--- config.mk ---
export PLATFORM = sky130hd
export DESIGN_NAME = positional_sequence_store
export DESIGN_NICKNAME = d
export VERILOG_FILES = /design/src/hw/rtl/pss_pkg.sv /design/src/hw/rtl/pss_cell.sv /design/src/hw/rtl/pss_first_hit.sv /design/src/hw/rtl/positional_sequence_store.sv
export VERILOG_INCLUDE_DIRS = /design/src /design/src/hw/rtl
export SDC_FILE = /design/constraint.sdc
export NUM_CORES = 1
export LEC_CHECK = 0
export BUFFER_PORTS_ARGS = -buffer_cell sky130_fd_sc_hd__clkbuf_2
export CELL_PAD_IN_SITES_DETAIL_PLACEMENT = 1
export CELL_PAD_IN_SITES_GLOBAL_PLACEMENT = 1
export CORE_UTILIZATION = 25
export DETAILED_ROUTE_END_ITERATION = 12
export GPL_TIMING_DRIVEN = 0
export PLACE_DENSITY_LB_ADDON = 0.1
export REMOVE_ABC_BUFFERS = 1
export SKIP_CTS_REPAIR_TIMING = 1
export SLEW_MARGIN = 5
export SYNTH_ARGS = -nofsm -noshare
export SYNTH_HDL_FRONTEND = slang
export SYNTH_SLANG_ARGS = --single-unit
--- constraint.sdc ---
create_clock -name clk -period 4.8 [get_ports clk]
set_clock_uncertainty 0.05 [all_clocks]
set_input_delay 0.48 -clock clk [delete_from_list [all_inputs] [get_ports clk]]
set_output_delay 0.48 -clock clk [all_outputs]
set_load 0.05 [all_outputs]
--- src/hw/rtl/positional_sequence_store_assert.svh ---
// Assertion macros for the positional sequence store.
// Used by the top level; no other dependencies.
`ifndef POSITIONAL_SEQUENCE_STORE_ASSERT_SVH
`define POSITIONAL_SEQUENCE_STORE_ASSERT_SVH

// Same-cycle implication, disabled while in reset.
`define PSS_ASSERT_NOW(label, clk, rst_n, ante, cons) \
	label: assert property (@(posedge clk) disable iff (!rst_n) (ante) |-> (cons)) \
		else $error("pss assertion failed");

// Next-cycle implication, disabled while in reset.
`define PSS_ASSERT_NEXT(label, clk, rst_n, ante, cons) \
	label: assert property (@(posedge clk) disable iff (!rst_n) (ante) |=> (cons)) \
		else $error("pss assertion failed");

`endif

--- src/hw/rtl/pss_pkg.sv ---
// Shared types and constants for the positional sequence store.
// No dependencies; used by every module of the block.
`timescale 1ns / 1ps

package pss_pkg;

	localparam int CAPACITY      = 16;
	localparam int ELEMENT_WIDTH = 8;

	localparam int KIND_W  = 3;
	localparam int POS_W   = 5;
	localparam int VALUE_W = 8;
	localparam int ELEM_W  = 8;
	localparam int FOUND_W = 5;
	localparam int LEN_W   = 5;

	typedef enum logic [KIND_W-1:0] {
		KIND_INSERT = 3'd0,
		KIND_DELETE = 3'd1,
		KIND_GET    = 3'd2,
		KIND_LOCATE = 3'd3,
		KIND_CLEAR  = 3'd4
	} kind_t;

	typedef struct packed {
		logic take_new;
		logic take_left;
		logic take_right;
	} cell_ctl_t;

endpackage

--- src/hw/rtl/pss_cell.sv ---
// One storage cell of the sequence row: holds an element, shifts from a neighbor.
// Depends on pss_pkg for the cell control struct.
`timescale 1ns / 1ps

module pss_cell #(
	parameter int ELEMENT_WIDTH = pss_pkg::ELEMENT_WIDTH
) (
	input  logic                     clk,
	input  pss_pkg::cell_ctl_t       ctl,
	input  logic [ELEMENT_WIDTH-1:0] left_data,
	input  logic [ELEMENT_WIDTH-1:0] right_data,
	input  logic [ELEMENT_WIDTH-1:0] operand,
	output logic [ELEMENT_WIDTH-1:0] data,
	output logic                     match
);

	logic [ELEMENT_WIDTH-1:0] data_q;

	always_ff @(posedge clk) begin
		if (ctl.take_new) begin
			data_q <= operand;
		end else if (ctl.take_left) begin
			data_q <= left_data;
		end else if (ctl.take_right) begin
			data_q <= right_data;
		end
	end

	assign data  = data_q;
	assign match = (data_q == operand);

endmodule

--- src/hw/rtl/pss_first_hit.sv ---
// First-match encoder: 1-based position of the lowest set hit bit, 0 if none.
// Depends on pss_pkg only for its default width.
`timescale 1ns / 1ps

module pss_first_hit #(
	parameter int CAPACITY = pss_pkg::CAPACITY,
	parameter int PW       = $clog2(CAPACITY + 1)
) (
	input  logic [CAPACITY-1:0] hits,
	output logic [PW-1:0]       position
);

	logic [CAPACITY-1:0] lowest;

	// isolate lowest set bit
	assign lowest = hits & (~hits + CAPACITY'(1));

	always_comb begin
		position = '0;
		for (int b = 0; b < PW; b++) begin
			for (int i = 0; i < CAPACITY; i++) begin
				if ((((i + 1) >> b) & 1) != 0) begin
					position[b] = position[b] | lowest[i];
				end
			end
		end
	end

endmodule

--- src/hw/rtl/positional_sequence_store.sv ---
// Top level of the positional sequence store: a row of shifting cells.
// Depends on pss_pkg, pss_cell, pss_first_hit and the assertion macro header.
//
// Usage:
//   Request channel: drive kind, position and value with start high; a
//   transaction is taken at each rising edge with start high and busy low.
//   busy stays low, so one request is taken every cycle.
//   Result channel: done pulses for one cycle, registered at the request
//   edge, with ok, element, found_at and length. Results come in request
//   order; the receiver cannot stall and must take each one as it appears.
//   Throughput is 1 request per cycle: each cell shifts from
//   its left or right neighbor in the same edge, and all cells compare
//   against the locate value in parallel ahead of the first-match encoder.
//   Positions are 1-based; length, found_at and element are reported modulo
//   their port widths.
//   Reset (arst_n low) empties the store at once and drops any pending
//   result; cell contents are not cleared, as only held positions are read.
//   An insert, delete or get whose position is out of range, or an insert
//   into a full store, returns ok low and leaves the store unchanged.
`timescale 1ns / 1ps

module positional_sequence_store #(
	parameter int CAPACITY      = pss_pkg::CAPACITY,
	parameter int ELEMENT_WIDTH = pss_pkg::ELEMENT_WIDTH
) (
	input  logic                        clk,
	input  logic                        arst_n,
	input  logic                        start,
	output logic                        busy,
	input  logic [pss_pkg::KIND_W-1:0]  kind,
	input  logic [pss_pkg::POS_W-1:0]   position,
	input  logic [pss_pkg::VALUE_W-1:0] value,
	output logic                        done,
	output logic                        ok,
	output logic [pss_pkg::ELEM_W-1:0]  element,
	output logic [pss_pkg::FOUND_W-1:0] found_at,
	output logic [pss_pkg::LEN_W-1:0]   length
);

	`include "positional_sequence_store_assert.svh"

	localparam int CW = $clog2(CAPACITY + 1);
	localparam int IW = $clog2(CAPACITY);
	localparam int XW = ((CW > pss_pkg::POS_W) ? CW : pss_pkg::POS_W) + 1;

	logic [CW-1:0] count_q;
	logic [CW-1:0] count_nxt;
	logic          accept;

	logic [XW-1:0] pos_x;
	logic [XW-1:0] cnt_x;
	logic [XW-1:0] idx_x;
	logic          pos_nz;
	logic          in_range;
	logic          ins_ok;
	logic          ins_go;
	logic          del_go;

	logic [ELEMENT_WIDTH-1:0] operand;
	logic [ELEMENT_WIDTH-1:0] cell_data [CAPACITY];
	logic [ELEMENT_WIDTH-1:0] rd_data;
	logic [CAPACITY-1:0]      cell_eq;
	logic [CAPACITY-1:0]      hits;
	logic [CW-1:0]            hit_pos;

	logic                        ok_nxt;
	logic [pss_pkg::ELEM_W-1:0]  elem_nxt;
	logic [pss_pkg::FOUND_W-1:0] found_nxt;

	logic                        done_q;
	logic                        ok_q;
	logic [pss_pkg::ELEM_W-1:0]  element_q;
	logic [pss_pkg::FOUND_W-1:0] found_at_q;

	assign busy   = 1'b0;
	assign accept = start && !busy;

	assign operand  = ELEMENT_WIDTH'(value);
	assign pos_x    = XW'(position);
	assign cnt_x    = XW'(count_q);
	assign idx_x    = pos_x - XW'(1);
	assign pos_nz   = (pos_x != '0);
	assign in_range = pos_nz && (pos_x <= cnt_x);
	assign ins_ok   = pos_nz && (pos_x <= cnt_x + XW'(1)) && (cnt_x < XW'(CAPACITY));
	assign ins_go   = accept && (kind == pss_pkg::KIND_INSERT) && ins_ok;
	assign del_go   = accept && (kind == pss_pkg::KIND_DELETE) && in_range;

	assign rd_data = cell_data[idx_x[IW-1:0]];

	for (genvar i = 0; i < CAPACITY; i++) begin : g_cell
		pss_pkg::cell_ctl_t       ctl;
		logic [ELEMENT_WIDTH-1:0] left_data;
		logic [ELEMENT_WIDTH-1:0] right_data;

		assign ctl.take_new   = ins_go && (XW'(i) == idx_x);
		assign ctl.take_left  = ins_go && (XW'(i) > idx_x);
		assign ctl.take_right = del_go && (XW'(i) >= idx_x);

		if (i == 0) begin : g_first
			assign left_data = operand;
		end else begin : g_inner_left
			assign left_data = cell_data[i-1];
		end

		if (i == CAPACITY - 1) begin : g_last
			assign right_data = '0;
		end else begin : g_inner_right
			assign right_data = cell_data[i+1];
		end

		pss_cell #(
			.ELEMENT_WIDTH(ELEMENT_WIDTH)
		) u_cell (
			.clk       (clk),
			.ctl       (ctl),
			.left_data (left_data),
			.right_data(right_data),
			.operand   (operand),
			.data      (cell_data[i]),
			.match     (cell_eq[i])
		);

		assign hits[i] = cell_eq[i] && (XW'(i) < cnt_x);
	end

	pss_first_hit #(
		.CAPACITY(CAPACITY),
		.PW      (CW)
	) u_first_hit (
		.hits    (hits),
		.position(hit_pos)
	);

	always_comb begin
		ok_nxt    = 1'b0;
		elem_nxt  = '0;
		found_nxt = '0;
		count_nxt = count_q;
		case (kind)
			pss_pkg::KIND_INSERT: begin
				ok_nxt = ins_ok;
				if (ins_ok) begin
					count_nxt = count_q + CW'(1);
				end
			end
			pss_pkg::KIND_DELETE: begin
				ok_nxt = in_range;
				if (in_range) begin
					elem_nxt  = pss_pkg::ELEM_W'(rd_data);
					count_nxt = count_q - CW'(1);
				end
			end
			pss_pkg::KIND_GET: begin
				ok_nxt = in_range;
				if (in_range) begin
					elem_nxt = pss_pkg::ELEM_W'(rd_data);
				end
			end
			pss_pkg::KIND_LOCATE: begin
				ok_nxt    = |hits;
				found_nxt = pss_pkg::FOUND_W'(hit_pos);
			end
			pss_pkg::KIND_CLEAR: begin
				ok_nxt    = 1'b1;
				count_nxt = '0;
			end
			default: begin
				ok_nxt = 1'b0;
			end
		endcase
	end

	always_ff @(posedge clk or negedge arst_n) begin
		if (!arst_n) begin
			count_q <= '0;
			done_q  <= 1'b0;
		end else begin
			done_q <= accept;
			if (accept) begin
				count_q <= count_nxt;
			end
		end
	end

	always_ff @(posedge clk) begin
		if (accept) begin
			ok_q       <= ok_nxt;
			element_q  <= elem_nxt;
			found_at_q <= found_nxt;
		end
	end

	assign done     = done_q;
	assign ok       = ok_q;
	assign element  = element_q;
	assign found_at = found_at_q;
	assign length   = pss_pkg::LEN_W'(count_q);

	`PSS_ASSERT_NEXT(a_done_follows_accept, clk, arst_n, accept, done)
	`PSS_ASSERT_NEXT(a_no_spurious_done, clk, arst_n, !accept, !done)
	`PSS_ASSERT_NOW(a_count_bounded, clk, arst_n, 1'b1, count_q <= CW'(CAPACITY))
	`PSS_ASSERT_NEXT(a_clear_empties, clk, arst_n,
		accept && (kind == pss_pkg::KIND_CLEAR), count_q == '0)
	`PSS_ASSERT_NOW(a_found_means_ok, clk, arst_n, done && (found_at != '0), ok)

endmodule
==> summary.md <==
| Metric | Value |
|---|---|
| CTS tree | built |
| Die width | 213 um |
| Latest clock arrival within the worst-skew pair | approximately 450 ps |
| Tot GR Track Use | 0.201 |
| FF+latch count, synth | 148 |
| Max frequency | 0.221 GHz |
| Mapped Cells | 1096 |
| Top-area cell type share of the netlist area | 0.384 |
| Most frequent cell after synthesis | edfxtp_1 |
| Clock slew at reported path FFs | 60 ps |
| Seq/Total Area, Yosys | 0.398 |
| Clock network fraction of total power | 0.351 |
| Clock H-tree levels | 4 |
| Peak supply drop | a little under 0.2 mV |
| Synth Warn # | 0 |
| Final period demand of the worst path | 4530 ps |
| Crit. End Element | register |
| R2R setup slack | 270 ps |
| TritonCTS buffer count | 17 |
| Hold WS | 355 ps |
| Max_cap viols | 0 |
| Core footprint | between 0.04 and 0.05 mm^2 |
| Hold/Removal Path Class | input pin to async pin |
| Area leader, netlist | edfxtp_1 |
| Worst flop-to-flop path endpoint | g_cell[12].u_cell.data[4] |
| Total gr overflow | 0 |
| Residual DRC | 0 |
| Longest Clk Path Bufs | 2 |
| Largest net degree at the start of global routing | 47 |
| Ys flop type | edfxtp_1 |
| Final WL | 44000 um |
| Starting Density | 0.255 |
| Post-synthesis cell type count | 75 |
| Final core utilization | 0.286 |
| Die area | 0.0452 mm^2 |
| RR Startpoint | length[2] |
| Vias per cell | 5.17 |
| Router iterations before antenna repair | 4 |
| Internal Pwr Total | 2.77 mW |
| CP Data Arrival Time | roughly 4600 ps |
| Avg Cell Area, Syn | 10.1 um^2 |
| Ant. Diodes | 0 |
| Critical Path Source Type | register |
| Hpwl dp | 32300 um |
| Register area | 0.00441 mm^2 |
| Reg2reg path depth | 8 |
| Io pins | 40 |
| DR WL/cell | around 26 um |
| Static Leakage | 4.20 nW |
| Synth area leaders | edfxtp_1 38%, mux4_2 8.1%, xor2_1 6.0% |
| Flop pwr share | 0.376 |
| Area of the multi-input gates | 0.00631 mm^2 |
| CP max stage delay | 770 ps |
| Fin crit share | 0.944 |
| Worst Path Required | between 4000 and 5000 ps |
| Total Power | 4.26 mW |
| CP Max Fanout | 19 |
| Antenna violations before repair | 0 |
| Final setup viols | 0 |
| Post-synth top cells | 142 x edfxtp_1, 112 x nor2_1, 106 x nand2_1 |
| DRT iter0 DRCs | 565 |
| Post-DRT Antenna Nets | 0 |
| Slew Limit Fails | 0 |
| Area growth, synth to finish | 12.1% |
| Gp weighted congestion | 0.793 |
| Number of global-route vias before repair | 9020 |
| Vert. Die Dim | 213 um |
| Fin nets | 1112 |
| Fill cells | slightly below 5000 |
| Combinational Power Share | 0.273 |
| Outcome | completed |
| EDFF count, synth | roughly 140 |
| Final hold violation count | 0 |
| Synthesized area | 0.0111 mm^2 |
| First-pass GRT wire length | about 65000 um |
| WS Path Type | register to register |
| Switching power share of the total | 0.349 |
| TNS Setup | 0 ps |
| Critical Path Slowest Stage Cell | nor3_2 |
| Power density cells | 342 mW/mm^2 |
| Clock Sink Count | approximately 150 |
| Worst Tran Pin Value | between 1000 and 1500 ps |
| # rows | 76 |
| Root buffer cell | clkbuf_16 |
| Port bufs | 38 |
| Crit path cell chain | nand3_1, xnor2_1, ha_1, and2_1, o21ai_1, o21a_2, nor2_2, nor3_2 |
| RSZ-0062 raised after global routing | no |
| Slew HR | 0.147 |
| Via Count | 8650 |
| Sw Pwr | 1.49 mW |
| Post-synth ARST share | 0.0405 |
| Share of cells above drive strength 1 | 0.152 |
## per-layer routing
| metal | wire [um] | global-route usage | vias to the layer above | share of wire |
|---|---|---|---|---|
| li1 | - | - | 4027 | - |
| met1 | 21500 | 0.282 | 4469 | 0.49 |
| met3 | 994 | 0.0224 | 41 | 0.023 |
| met2 | 20700 | 0.326 | 113 | 0.47 |
| met4 | 876 | 0.0571 | 0 | 0.020 |
| met5 | 0 | 0 | - | 0 |
## cell type report
type,instances,area share
multi-input combinational,845,0.508
inverter,20,0.00604
timing repair buffer,44,0.0228
sequential,148,0.355
clock buffer,20,0.0351
tap,585,0.0588
clock inverter,11,0.0148
## sequential cells by signal (all words and copies together) (netlist names)
name,cells
done,1
element,8
found_at,5
g_cell.u_cell.data,128
length,5
ok,1
## cells by family (layout without fill, tap and decap cells)
| group | Yosys count | count (layout) | synth area share |
|---|---|---|---|
| adders and majority gates | 17 | 17 | 0.0192 |
| xor gates and xnor gates | 136 | 136 | 0.109 |
| AOI/OAI and AO/OA | 251 | 251 | 0.150 |
| muxes | 94 | 94 | 0.131 |
| and+or+nand+nor | 346 | 346 | 0.150 |
| buffers and inverters | 103 | 95 | 0.0433 |
| other | 1 | 1 | 0.000338 |
| DFF | 148 | 148 | 0.398 |
## how the worst max path moves through the flow
stage                                     end  depth (start not counted)  slack [ps]        start
floorplan            g_cell[4].u_cell.data[0]                         10         700    length[0]
global placement     g_cell[1].u_cell.data[1]                          5       -2370  position[0]
detailed placement  g_cell[13].u_cell.data[4]                          9        -750  position[0]
CTS                 g_cell[13].u_cell.data[4]                          8        -500    length[2]
global route        g_cell[12].u_cell.data[2]                          9         100    length[1]
finish              g_cell[12].u_cell.data[4]                          8         270    length[2]
## power by group through the flow
stage	Sequential [mW]	Clock, mW	Combinational, mW
6_report	1.60	1.50	1.16
5_1_grt	1.61	1.57	1.25
3_5_place_dp	1.63	0	1.16
3_3_place_gp	1.63	0	1.13
2_1_floorplan	1.67	0	0.630
4_1_cts	1.60	1.53	1.17
## metrics by stage
stage / worst slack (ps) / area, um^2 / cells
2_1_floorplan: 696 / 10700 / 1013
3_3_place_gp: -2370 / 11600 / 1636
3_5_place_dp: -748 / 11800 / 1641
4_1_cts: -502 / 12400 / 1672
5_1_grt: 105 / 12400 / 1673
6_report: 267 / 12400 / 1673
## worst max-delay path, delay by kind of cell, from the launching register on
| kind | cells | cell delay, ps |
|---|---|---|
| AND/OR/NAND/NOR | 4 | 1640 |
| AO/OA/AOI/OAI | 2 | 1170 |
| flip-flops | 1 | 750 |
| adder cells (fa/ha/maj) | 1 | 250 |
| XOR/XNOR | 1 | 270 |
## layout by cell type, fill, tap and decap left out, types with 16 or more instances in the layout
cell       Yosys  final
edfxtp_1     142    142
ha_1          17     16
a21oi_1       68     67
nand2_1      106    105
xnor2_1       58     57
nor2_1       112    108
mux2i_1       45     45
nand3_1       24     24
o21ai_0       39     39
xor2_1        76     76
a22oi_1       20     20
inv_1         19     19
nor4_1        18     18
mux4_2        40     40
o22ai_1       28     28
clkbuf_2       1     37
clkbuf_16      0     17
Note: power is estimated with default switching activity, not from simulation.
